### config.mk
export PLATFORM = sky130hd
export DESIGN_NAME = three_axis_jog_controller_top
export DESIGN_NICKNAME = d
export VERILOG_FILES = /design/src/sv/tjc_pkg.sv /design/src/sv/three_axis_jog_controller_top.sv /design/src/sv/tjc_jog_rate.sv /design/src/sv/tjc_step.sv
export SDC_FILE = /design/constraint.sdc
export NUM_CORES = 2
export LEC_CHECK = 0
export BUFFER_PORTS_ARGS = -buffer_cell sky130_fd_sc_hd__buf_2
export CAP_MARGIN = 20
export CORE_AREA = 2 2 248 250
export DETAILED_ROUTE_END_ITERATION = 12
export DIE_AREA = 0 0 250 252
export PLACE_DENSITY = 0.73
export SETUP_SLACK_MARGIN = 0.05
export SLEW_MARGIN = 20
export SYNTH_ARGS = -nofsm -noshare
export SYNTH_HDL_FRONTEND = slang
export SYNTH_SLANG_ARGS = --single-unit
### constraint.sdc
create_clock -name clock -period 14.3 [get_ports clock]
set_input_delay 3.575 -clock clock [delete_from_list [all_inputs] [get_ports clock]]
set_output_delay 3.575 -clock clock [all_outputs]
set_load 0.01 [all_outputs]
### src/sv/tjc_pkg.sv
package tjc_pkg;

   localparam int unsigned POS_W   = 24;
   localparam int unsigned SPEED_W = 16;
   localparam int unsigned ACCEL_W = 5;
   // jog_speed * accel_tenths never exceeds 65535 * 30, which fits in 21 bits
   localparam int unsigned PROD_W  = 21;
   // floor(65535 * 30 / 12) fits in 18 bits
   localparam int unsigned STEP_W  = 18;
   // Wide enough for a position plus or minus any 24-bit signed step
   localparam int unsigned SUM_W   = POS_W + 2;

   // Division by three of a value below 2**19: multiply by ceil(2**20 / 3), drop 20 bits
   localparam int unsigned DIV3_SHIFT = 20;
   localparam int unsigned DIV3_IN_W  = PROD_W - 2;
   localparam logic [DIV3_IN_W-1:0] DIV3_MUL = 19'd349526;

   localparam logic [ACCEL_W-1:0] ACCEL_START = 5'd10;
   localparam logic [ACCEL_W-1:0] ACCEL_TOP   = 5'd30;

   localparam logic signed [SUM_W-1:0] POS_MAX_WIDE = 26'sd8388607;
   localparam logic signed [SUM_W-1:0] POS_MIN_WIDE = -26'sd8388608;
   localparam logic signed [POS_W-1:0] POS_MAX      = 24'sd8388607;
   localparam logic signed [POS_W-1:0] POS_MIN      = -24'sd8388608;

   // Command codes
   localparam logic [3:0] FUNC_SETPOS  = 4'd0;
   localparam logic [3:0] FUNC_SETTGT  = 4'd1;
   localparam logic [3:0] FUNC_JOG     = 4'd2;
   localparam logic [3:0] FUNC_START   = 4'd3;
   localparam logic [3:0] FUNC_STOP    = 4'd4;
   localparam logic [3:0] FUNC_TICK    = 4'd5;
   localparam logic [3:0] FUNC_MOVE    = 4'd6;
   localparam logic [3:0] FUNC_ESTOP   = 4'd7;
   localparam logic [3:0] FUNC_RESET   = 4'd8;
   localparam logic [3:0] FUNC_READ    = 4'd9;

   // Result status codes
   localparam logic [1:0] STATUS_DONE   = 2'd0;
   localparam logic [1:0] STATUS_ESTOP  = 2'd1;
   localparam logic [1:0] STATUS_LIMIT  = 2'd2;
   localparam logic [1:0] STATUS_NOACT  = 2'd3;

   localparam logic [1:0] AXIS_NONE = 2'd3;

   // Configuration register indexes
   localparam logic [2:0] CSR_MIN_X     = 3'd0;
   localparam logic [2:0] CSR_MAX_X     = 3'd1;
   localparam logic [2:0] CSR_MIN_Y     = 3'd2;
   localparam logic [2:0] CSR_MAX_Y     = 3'd3;
   localparam logic [2:0] CSR_MIN_Z     = 3'd4;
   localparam logic [2:0] CSR_MAX_Z     = 3'd5;
   localparam logic [2:0] CSR_LIMIT_EN  = 3'd6;
   localparam logic [2:0] CSR_JOG_SPEED = 3'd7;

   localparam logic signed [POS_W-1:0] LIMIT_MIN_RESET = -24'sd50000;
   localparam logic signed [POS_W-1:0] LIMIT_MAX_RESET = 24'sd50000;
   localparam logic [2:0]              LIMIT_EN_RESET  = 3'd7;
   localparam logic [SPEED_W-1:0]      JOG_SPEED_RESET = 16'd1000;
   localparam logic [PROD_W-1:0]       PROD_RESET      = 21'd10000;

   typedef struct packed {
      logic [3:0]              func;
      logic [1:0]              axis;
      logic                    positive;
      logic signed [POS_W-1:0] value;
   } req_type;

   typedef struct packed {
      logic [1:0]              status;
      logic [1:0]              result_axis;
      logic signed [POS_W-1:0] position;
      logic signed [POS_W-1:0] target;
      logic signed [POS_W-1:0] attempted_position;
      logic                    jogging;
      logic                    estop_active;
   } rsp_type;

   // Changes to the acceleration factor asked for by one command
   typedef struct packed {
      logic restart;
      logic speed_up;
   } rate_ctrl_type;

   // State changes asked for by one command
   typedef struct packed {
      logic                    pos_we;
      logic                    tgt_we;
      logic [1:0]              axis;
      logic signed [POS_W-1:0] pos_val;
      logic signed [POS_W-1:0] tgt_val;
      logic                    jog_active;
      logic [1:0]              jog_axis;
      logic                    jog_direction;
      logic                    estop;
   } state_upd_type;

endpackage

### src/sv/three_axis_jog_controller_top.sv
// Three-axis jog controller. Keeps a current and a target position in micrometres for
// the X, Y and Z axes, a continuous-jog latch and an emergency-stop latch, and executes
// one command per request: set position, set target, single jog, start or stop jog,
// timer tick, move-to, emergency stop, emergency reset or read. Every request yields
// exactly one response carrying a status and the position, target and checked position
// of the axis concerned. A request sits in an input register while the single-pass
// command logic works on it, and the response and the new state are registered
// together when the request moves on, so a request passes through the input register
// and then the response register, and the block takes one request every cycle while
// the response output is not stalled. When the response output is stalled the input
// register holds its request and req_stall rises only once that register is full. The
// soft limits, the per-axis limit enable and the jog speed are to be written through
// the csr_ port only while no request is in flight; the block itself does not enforce
// this. A jog speed write takes effect on the very next tick.
module three_axis_jog_controller_top
   import tjc_pkg::*;
(
   input  logic              clock,
   input  logic              reset,
   input  logic              req_valid,
   output logic              req_stall,
   input  req_type           req_data,
   output logic              rsp_valid,
   input  logic              rsp_stall,
   output rsp_type           rsp_data,
   input  logic              csr_we,
   input  logic [2:0]        csr_index,
   input  logic [POS_W-1:0]  csr_data
);

   // Input register
   req_type                 req_ff;
   logic                    in_vld_ff, in_vld_in;
   logic                    advance;

   // Response register
   rsp_type                 rsp_ff;
   logic                    out_vld_ff, out_vld_in;

   // Configuration
   logic signed [POS_W-1:0] min_lim_ff [3];
   logic signed [POS_W-1:0] max_lim_ff [3];
   logic [2:0]              limit_en_ff;

   // Axis and latch state
   logic signed [POS_W-1:0] pos_ff [3];
   logic signed [POS_W-1:0] tgt_ff [3];
   logic                    jog_active_ff;
   logic [1:0]              jog_axis_ff;
   logic                    jog_dir_ff;
   logic                    estop_ff;

   // Command logic results
   state_upd_type           upd;
   rate_ctrl_type           rate_ctrl;
   rate_ctrl_type           rate_ctrl_gated;
   rsp_type                 rsp_in;
   logic [ACCEL_W-1:0]      accel_tenths;
   logic [STEP_W-1:0]       step;
   logic                    speed_we;

   // The held request moves on whenever the response register is empty or is
   // being emptied this cycle.
   assign advance    = in_vld_ff && (!out_vld_ff || !rsp_stall);
   assign req_stall  = in_vld_ff && !advance;
   assign in_vld_in  = (req_valid && !req_stall) || (in_vld_ff && !advance);
   assign out_vld_in = advance || (out_vld_ff && rsp_stall);

   always_ff @(posedge clock) begin
      if (reset) begin
         in_vld_ff  <= 1'b0;
         out_vld_ff <= 1'b0;
      end else begin
         in_vld_ff  <= in_vld_in;
         out_vld_ff <= out_vld_in;
      end
   end

   always_ff @(posedge clock) begin
      if (req_valid && !req_stall) begin
         req_ff <= req_data;
      end
      if (advance) begin
         rsp_ff <= rsp_in;
      end
   end

   // Configuration writes
   assign speed_we = csr_we && (csr_index == CSR_JOG_SPEED);

   always_ff @(posedge clock) begin
      if (reset) begin
         for (int i = 0; i < 3; i++) begin
            min_lim_ff[i] <= LIMIT_MIN_RESET;
            max_lim_ff[i] <= LIMIT_MAX_RESET;
         end
         limit_en_ff <= LIMIT_EN_RESET;
      end else if (csr_we) begin
         unique case (csr_index)
            CSR_MIN_X:     min_lim_ff[0] <= csr_data;
            CSR_MAX_X:     max_lim_ff[0] <= csr_data;
            CSR_MIN_Y:     min_lim_ff[1] <= csr_data;
            CSR_MAX_Y:     max_lim_ff[1] <= csr_data;
            CSR_MIN_Z:     min_lim_ff[2] <= csr_data;
            CSR_MAX_Z:     max_lim_ff[2] <= csr_data;
            CSR_LIMIT_EN:  limit_en_ff   <= csr_data[2:0];
            CSR_JOG_SPEED: begin
               // held in the jog rate unit
            end
            default: begin
            end
         endcase
      end
   end

   // State is committed at the same edge as the response it belongs to.
   always_ff @(posedge clock) begin
      if (reset) begin
         for (int i = 0; i < 3; i++) begin
            pos_ff[i] <= '0;
            tgt_ff[i] <= '0;
         end
         jog_active_ff <= 1'b0;
         jog_axis_ff   <= 2'd0;
         jog_dir_ff    <= 1'b0;
         estop_ff      <= 1'b0;
      end else if (advance) begin
         if (upd.pos_we) begin
            pos_ff[upd.axis] <= upd.pos_val;
         end
         if (upd.tgt_we) begin
            tgt_ff[upd.axis] <= upd.tgt_val;
         end
         jog_active_ff <= upd.jog_active;
         jog_axis_ff   <= upd.jog_axis;
         jog_dir_ff    <= upd.jog_direction;
         estop_ff      <= upd.estop;
      end
   end

   assign rate_ctrl_gated.restart  = advance && rate_ctrl.restart;
   assign rate_ctrl_gated.speed_up = advance && rate_ctrl.speed_up;

   tjc_jog_rate u_jog_rate (
      .clock        (clock),
      .reset        (reset),
      .speed_we     (speed_we),
      .speed_data   (csr_data[SPEED_W-1:0]),
      .ctrl         (rate_ctrl_gated),
      .accel_tenths (accel_tenths),
      .step         (step)
   );

   tjc_step u_step (
      .req           (req_ff),
      .pos           (pos_ff),
      .tgt           (tgt_ff),
      .min_lim       (min_lim_ff),
      .max_lim       (max_lim_ff),
      .limit_enable  (limit_en_ff),
      .jog_active    (jog_active_ff),
      .jog_axis      (jog_axis_ff),
      .jog_direction (jog_dir_ff),
      .estop         (estop_ff),
      .step          (step),
      .upd           (upd),
      .rate_ctrl     (rate_ctrl),
      .rsp           (rsp_in)
   );

   assign rsp_valid = out_vld_ff;
   assign rsp_data  = rsp_ff;

`ifndef NO_ASSERTIONS
   // The acceleration factor never leaves its ramp.
   a_accel_range: assert property (@(posedge clock) disable iff (reset)
      (accel_tenths >= ACCEL_START) && (accel_tenths <= ACCEL_TOP))
      else $error("acceleration factor out of range");

   // An emergency stop always ends a continuous jog, and no jog starts while latched.
   a_no_jog_in_estop: assert property (@(posedge clock) disable iff (reset)
      !(jog_active_ff && estop_ff))
      else $error("jog active while emergency stop latched");

   // The jog axis is only ever loaded from a valid axis.
   a_jog_axis_valid: assert property (@(posedge clock) disable iff (reset)
      jog_axis_ff != AXIS_NONE)
      else $error("jog axis invalid");

   // A request refused by the emergency stop reports the latch as set.
   a_estop_status: assert property (@(posedge clock) disable iff (reset)
      (rsp_valid && (rsp_data.status == STATUS_ESTOP)) |-> rsp_data.estop_active)
      else $error("emergency stop status without latch");
`endif

endmodule

### src/sv/tjc_jog_rate.sv
module tjc_jog_rate
   import tjc_pkg::*;
(
   input  logic                 clock,
   input  logic                 reset,
   input  logic                 speed_we,
   input  logic [SPEED_W-1:0]   speed_data,
   input  rate_ctrl_type        ctrl,
   output logic [ACCEL_W-1:0]   accel_tenths,
   output logic [STEP_W-1:0]    step
);

   // product_ff always holds jog_speed * accel_tenths, so the step only needs a
   // divide by twelve: two bits of shift, then a reciprocal multiply by three.
   logic [SPEED_W-1:0]           speed_ff;
   logic [ACCEL_W-1:0]           accel_ff, accel_in;
   logic [PROD_W-1:0]            product_ff, product_in;
   logic [PROD_W-1:0]            speed_wide;
   logic [PROD_W-1:0]            start_product;
   logic [DIV3_IN_W-1:0]         quarter;
   logic [2*DIV3_IN_W-1:0]       div_prod;

   assign speed_wide    = {{(PROD_W-SPEED_W){1'b0}}, speed_ff};
   assign start_product = (speed_wide << 3) + (speed_wide << 1);

   always_comb begin
      accel_in   = accel_ff;
      product_in = product_ff;
      if (speed_we) begin
         product_in = PROD_W'({{(PROD_W-SPEED_W){1'b0}}, speed_data} *
                              {{(PROD_W-ACCEL_W){1'b0}}, accel_ff});
      end else if (ctrl.restart) begin
         accel_in   = ACCEL_START;
         product_in = start_product;
      end else if (ctrl.speed_up && (accel_ff < ACCEL_TOP)) begin
         accel_in   = accel_ff + 5'd1;
         product_in = product_ff + speed_wide;
      end
   end

   always_ff @(posedge clock) begin
      if (reset) begin
         speed_ff   <= JOG_SPEED_RESET;
         accel_ff   <= ACCEL_START;
         product_ff <= PROD_RESET;
      end else begin
         if (speed_we) begin
            speed_ff <= speed_data;
         end
         accel_ff   <= accel_in;
         product_ff <= product_in;
      end
   end

   assign quarter      = product_ff[PROD_W-1:2];
   assign div_prod     = quarter * DIV3_MUL;
   assign step         = div_prod[DIV3_SHIFT+STEP_W-1:DIV3_SHIFT];
   assign accel_tenths = accel_ff;

endmodule

### src/sv/tjc_step.sv
module tjc_step
   import tjc_pkg::*;
(
   input  req_type                 req,
   input  logic signed [POS_W-1:0] pos [3],
   input  logic signed [POS_W-1:0] tgt [3],
   input  logic signed [POS_W-1:0] min_lim [3],
   input  logic signed [POS_W-1:0] max_lim [3],
   input  logic [2:0]              limit_enable,
   input  logic                    jog_active,
   input  logic [1:0]              jog_axis,
   input  logic                    jog_direction,
   input  logic                    estop,
   input  logic [STEP_W-1:0]       step,
   output state_upd_type           upd,
   output rate_ctrl_type           rate_ctrl,
   output rsp_type                 rsp
);

   logic [1:0]              a;
   logic                    valid;
   logic                    addresses;
   logic signed [POS_W-1:0] pos_sel, tgt_sel, min_sel, max_sel;
   logic                    le_sel;
   logic signed [SUM_W-1:0] value_wide, delta, sum;
   logic signed [POS_W-1:0] sat_pos, attempted;
   logic                    in_limits;
   logic                    checked;
   logic [1:0]              status;

   assign a         = (req.func == FUNC_TICK) ? jog_axis : req.axis;
   assign valid     = (a != AXIS_NONE);
   assign addresses = (req.func <= FUNC_START) || (req.func == FUNC_MOVE) ||
                      (req.func == FUNC_READ);

   always_comb begin
      pos_sel = '0;
      tgt_sel = '0;
      min_sel = '0;
      max_sel = '0;
      le_sel  = 1'b0;
      case (a)
         2'd0: begin
            pos_sel = pos[0]; tgt_sel = tgt[0];
            min_sel = min_lim[0]; max_sel = max_lim[0]; le_sel = limit_enable[0];
         end
         2'd1: begin
            pos_sel = pos[1]; tgt_sel = tgt[1];
            min_sel = min_lim[1]; max_sel = max_lim[1]; le_sel = limit_enable[1];
         end
         2'd2: begin
            pos_sel = pos[2]; tgt_sel = tgt[2];
            min_sel = min_lim[2]; max_sel = max_lim[2]; le_sel = limit_enable[2];
         end
         default: begin
         end
      endcase
   end

   // One adder serves both the single jog and the timed jog step
   assign value_wide = SUM_W'(req.value);
   always_comb begin
      if (req.func == FUNC_TICK) begin
         delta = jog_direction ? $signed({8'd0, step}) : -$signed({8'd0, step});
      end else begin
         delta = req.positive ? value_wide : -value_wide;
      end
   end

   assign sum = SUM_W'(pos_sel) + delta;

   always_comb begin
      if (sum > POS_MAX_WIDE) begin
         sat_pos = POS_MAX;
      end else if (sum < POS_MIN_WIDE) begin
         sat_pos = POS_MIN;
      end else begin
         sat_pos = sum[POS_W-1:0];
      end
   end

   assign attempted = (req.func == FUNC_MOVE) ? req.value : sat_pos;
   assign in_limits = !le_sel || ((attempted >= min_sel) && (attempted <= max_sel));

   always_comb begin
      upd.pos_we        = 1'b0;
      upd.tgt_we        = 1'b0;
      upd.axis          = a;
      upd.pos_val       = req.value;
      upd.tgt_val       = req.value;
      upd.jog_active    = jog_active;
      upd.jog_axis      = jog_axis;
      upd.jog_direction = jog_direction;
      upd.estop         = estop;
      rate_ctrl         = '0;
      checked           = 1'b0;
      status            = STATUS_DONE;

      if (addresses && !valid) begin
         status = STATUS_NOACT;
      end else begin
         case (req.func)
            FUNC_SETPOS: begin
               upd.pos_we = 1'b1;
            end
            FUNC_SETTGT: begin
               upd.tgt_we = 1'b1;
            end
            FUNC_JOG: begin
               if (estop) begin
                  status = STATUS_ESTOP;
               end else begin
                  checked     = 1'b1;
                  upd.pos_val = attempted;
                  if (in_limits) begin
                     upd.pos_we = 1'b1;
                  end else begin
                     status = STATUS_LIMIT;
                  end
               end
            end
            FUNC_START: begin
               if (estop) begin
                  status = STATUS_ESTOP;
               end else begin
                  upd.jog_axis      = a;
                  upd.jog_direction = req.positive;
                  upd.jog_active    = 1'b1;
                  rate_ctrl.restart = 1'b1;
               end
            end
            FUNC_STOP: begin
               upd.jog_active    = 1'b0;
               rate_ctrl.restart = 1'b1;
            end
            FUNC_TICK: begin
               if (!jog_active || estop || !valid) begin
                  status = STATUS_NOACT;
               end else begin
                  checked     = 1'b1;
                  upd.pos_val = attempted;
                  if (in_limits) begin
                     upd.pos_we         = 1'b1;
                     rate_ctrl.speed_up = 1'b1;
                  end else begin
                     upd.jog_active    = 1'b0;
                     rate_ctrl.restart = 1'b1;
                     status            = STATUS_LIMIT;
                  end
               end
            end
            FUNC_MOVE: begin
               if (estop) begin
                  status = STATUS_ESTOP;
               end else begin
                  checked = 1'b1;
                  if (in_limits) begin
                     upd.pos_we = 1'b1;
                     upd.tgt_we = 1'b1;
                  end else begin
                     status = STATUS_LIMIT;
                  end
               end
            end
            FUNC_ESTOP: begin
               if (estop) begin
                  status = STATUS_NOACT;
               end else begin
                  upd.estop         = 1'b1;
                  upd.jog_active    = 1'b0;
                  rate_ctrl.restart = 1'b1;
               end
            end
            FUNC_RESET: begin
               if (estop) begin
                  upd.estop = 1'b0;
               end else begin
                  status = STATUS_NOACT;
               end
            end
            FUNC_READ: begin
            end
            default: begin
               status = STATUS_NOACT;
            end
         endcase
      end
   end

   always_comb begin
      rsp.status       = status;
      rsp.jogging      = upd.jog_active;
      rsp.estop_active = upd.estop;
      if (valid) begin
         rsp.result_axis        = a;
         rsp.position           = upd.pos_we ? upd.pos_val : pos_sel;
         rsp.target             = upd.tgt_we ? upd.tgt_val : tgt_sel;
         rsp.attempted_position = checked ? attempted : rsp.position;
      end else begin
         rsp.result_axis        = AXIS_NONE;
         rsp.position           = '0;
         rsp.target             = '0;
         rsp.attempted_position = '0;
      end
   end

endmodule
==> implementation parameters <==
Parameter                              Value

Flow run
  Number of violations of the max-capacitance limit    0

Route
  Remaining DRCs    0
  Average vias per placed instance    6.07
  Residual antenna-violating net count after detailed routing    0
  Post-detailed-routing wire length    103000 um
  Avg WL per Cell    21.0 um
  Vias    29714
  Initial DRC count    3223
  Number of iterations in the first detailed-routing pass    8

Die
  Die Y-Extent    252 um
  Row cnt    90
  Floorplan die area    63000 um^2
  Die W    250 um
  Floorplan Core Area    60100 um^2
  Initial Util    0.558
  # IOs    143

Clock network
  Clock buffer depth    3
  CTS sink count    449
  CTS Hold Bufs    0
  Buffer cell driving the clock tree root    clkbuf_16
  Later-pin clock latency in the skew report    0.63 ns
  Clock tree from TritonCTS    yes
  Clock transition time at the flip-flop clock pins of the worst setup and hold paths    0.06 ns
  TritonCTS buffer count    48
  Htree depth    2

Logic synthesis
  Yosys top cell by area    dfxtp_1
  Post-Synthesis Mean Instance Area    8.27 um^2
  YS warnings    0
  Yosys top cell area share    0.203
  Sequential cell area fraction in the yosys report    0.300
  Synthesized netlist net count    4583
  Cell Area, Synth    33600 um^2
  Most frequent cells after synthesis    685 x nand2_1, 405 x a21oi_1, 340 x dfxtp_1, 321 x inv_1, 304 x nor2_1
  Post-Synthesis Cells    4060
  Top cells by area in the synthesized netlist    dfxtp_1 20%, ha_1 11%, edfxtp_1 9.7%
  Unique masters post-synth    94
  Number of enable-type register cells in the synthesized netlist    109
  Most frequently used cell type in the post-synthesis netlist    nand2_1
  FFs w/ async S/R, synth    0
  Flop and latch count out of synthesis    449
  Top FF cell, synth    dfxtp_1

Timing
  Max Freq    73.5 MHz
  Worst Max-Slew Pin Slew    1.12 ns
  Setup TNS after final layout    0 ns
  RSZ-0062 raised after global routing    no
  Max transition margin    0.251
  Total count of max-transition violations in the final report    0
  Final Hold Slack    0.454 ns
  Min Clock Period, post-route    13.61 ns
  Final setup violation count    0
  Final Hold Violating Endpoints    0
  Post-route fraction of the period consumed by the critical path    0.952
  Setup Skew    0.0316 ns

Pwr
  Areal power density over the cells    131 nW/um^2
  VDD IR max    128 uV
  Power, Total    4800 uW
  Static leakage power    0.0162 uW

Finish
  Number of fill cells    5421
  Layout cell share with drive strength beyond 1    0.0968
  Area added between synthesis and finish    9.10%
  Post-layout instance area    36600 um^2
  Final layout net count    4594

Critical path
  Critical Path RT    14.75 ns
  Critical Path AT    14.06 ns
  Largest fanout on the critical path    19
  Critical Path Slowest Stage Cell    or3b_2
  Setup crit end kind    flop
  Delay of the slowest cell on the worst path    0.68 ns
  Critical path class    flop to flop
  Crit start category    flop

GRT
  Global-route wire length before repair    159000 um
  Vias in the first global route    27608
  Initial antenna violation count    5
  Maximum number of pins on one net before global-route repair    109
  GRT Total Usage    0.320
  Remaining global-route overflow    0

Place
  Standard cell area after detailed placement    34900 um^2
  Placed wire-length estimate    74700 um
  Port buffer count    142
  Placer Congestion    1.02

Hold path
  Hold/Removal Path Class    flop to flop

Outcome
  Result of the run    complete, no violations
layer usage:
layer,GRT usage,vias to the layer above,routed length (um)
li1,-,14004,-
met1,0.462,14133,44800
met2,0.487,1392,44700
met3,0.0561,183,10100
met4,0.103,2,3240
met5,0,-,7
flip-flops by register name (all words and copies together), names as in the netlist, 3 cells and up:
signal,count
limit_en_ff,3
tgt_ff,72
u_jog_rate.speed_ff,16
u_jog_rate.accel_tenths,5
u_jog_rate.product_ff,21
req_ff,31
pos_ff,72
min_lim_ff,72
rsp_data,78
max_lim_ff,72
cell type report:
type | instances | area [um^2] | share of cell area
multi-input cells | 3041 | 21500 | 0.586
diodes | 2 | 5.00 | 0.000137
flip-flops and latches | 449 | 10100 | 0.275
well taps | 782 | 978 | 0.0267
inverters | 323 | 1220 | 0.0332
repair buffers | 208 | 1240 | 0.0340
clock buffers | 61 | 1300 | 0.0355
clock inverters | 29 | 338 | 0.00922
stage by stage:
stage	setup slack, ns	std cells	utilization
6_report	0.690	4895	0.609
5_1_grt	0.0673	4895	0.609
4_1_cts	0.312	4888	0.607
3_5_place_dp	0.353	4798	0.580
3_3_place_gp	0.567	4798	0.580
2_1_floorplan	1.74	4060	-
cells by family after synthesis:
kind of cell / Yosys count / share of synthesized area
DFF: 449 / 0.300
xor gates and xnor gates: 123 / 0.0323
buffers and inverters: 571 / 0.0652
muxes: 118 / 0.0355
and+or+nand+nor: 1417 / 0.185
AOI/OAI and AO/OA: 922 / 0.175
adders and majority gates: 460 / 0.207
critical path: cells and delay by family (launching register included):
family                   cells  cell delay, ns
XOR/XNOR                     1            0.32
adder cells (fa/ha/maj)      9            4.07
AND/OR/NAND/NOR             11            2.67
buffers and inverters        6            0.76
AO/OA/AOI/OAI               21            5.06
flip-flops                   1            0.54
cell usage in the layout (no fill, tap or decap), types with 22 or more instances in the layout:
master and instances:
a211oi_1 22, a21o_1 54, a21oi_1 403, a31o_2 33, a31oi_1 30, and2_1 44
and3_1 66, buf_2 141, buf_4 62, clkbuf_16 48, dfxtp_1 339, edfxtp_1 109
fa_1 158, ha_1 302, inv_1 319, mux2i_1 110, nand2_1 685, nand3_1 148
nor2_1 297, nor2b_1 23, nor3_1 36, o211ai_1 24, o21ai_0 132, xnor2_1 74
xor2_1 48
report_power, final:
group	switching (uW)	internal (uW)
clock network	561	744
logic	1350	768
registers	36.5	1340
total	1950	2850
repair_timing:
item | in CTS | in global routing
buffers inserted | 0 | 3
gates resized for setup | 0 | 15
setup endpoints to repair | 0 | 223
worst paths after layout:
check | startpoint | end | slack (ns) | depth (start not counted)
setup / recovery | u_jog_rate.product_ff[6]$_SDFFE_PP0P_ | u_jog_rate.product_ff[10]$_SDFFE_PP1P_ | 0.69 | 48
hold / removal | max_lim_ff[29]$_SDFFE_PP0P_ | max_lim_ff[29]$_SDFFE_PP0P_ | 0.45 | 2
setup reg to reg | u_jog_rate.product_ff[6]$_SDFFE_PP0P_ | u_jog_rate.product_ff[10]$_SDFFE_PP1P_ | 0.69 | 48
hold reg to reg | max_lim_ff[29]$_SDFFE_PP0P_ | max_lim_ff[29]$_SDFFE_PP0P_ | 0.45 | 2
(Power assumes the default switching activity.)
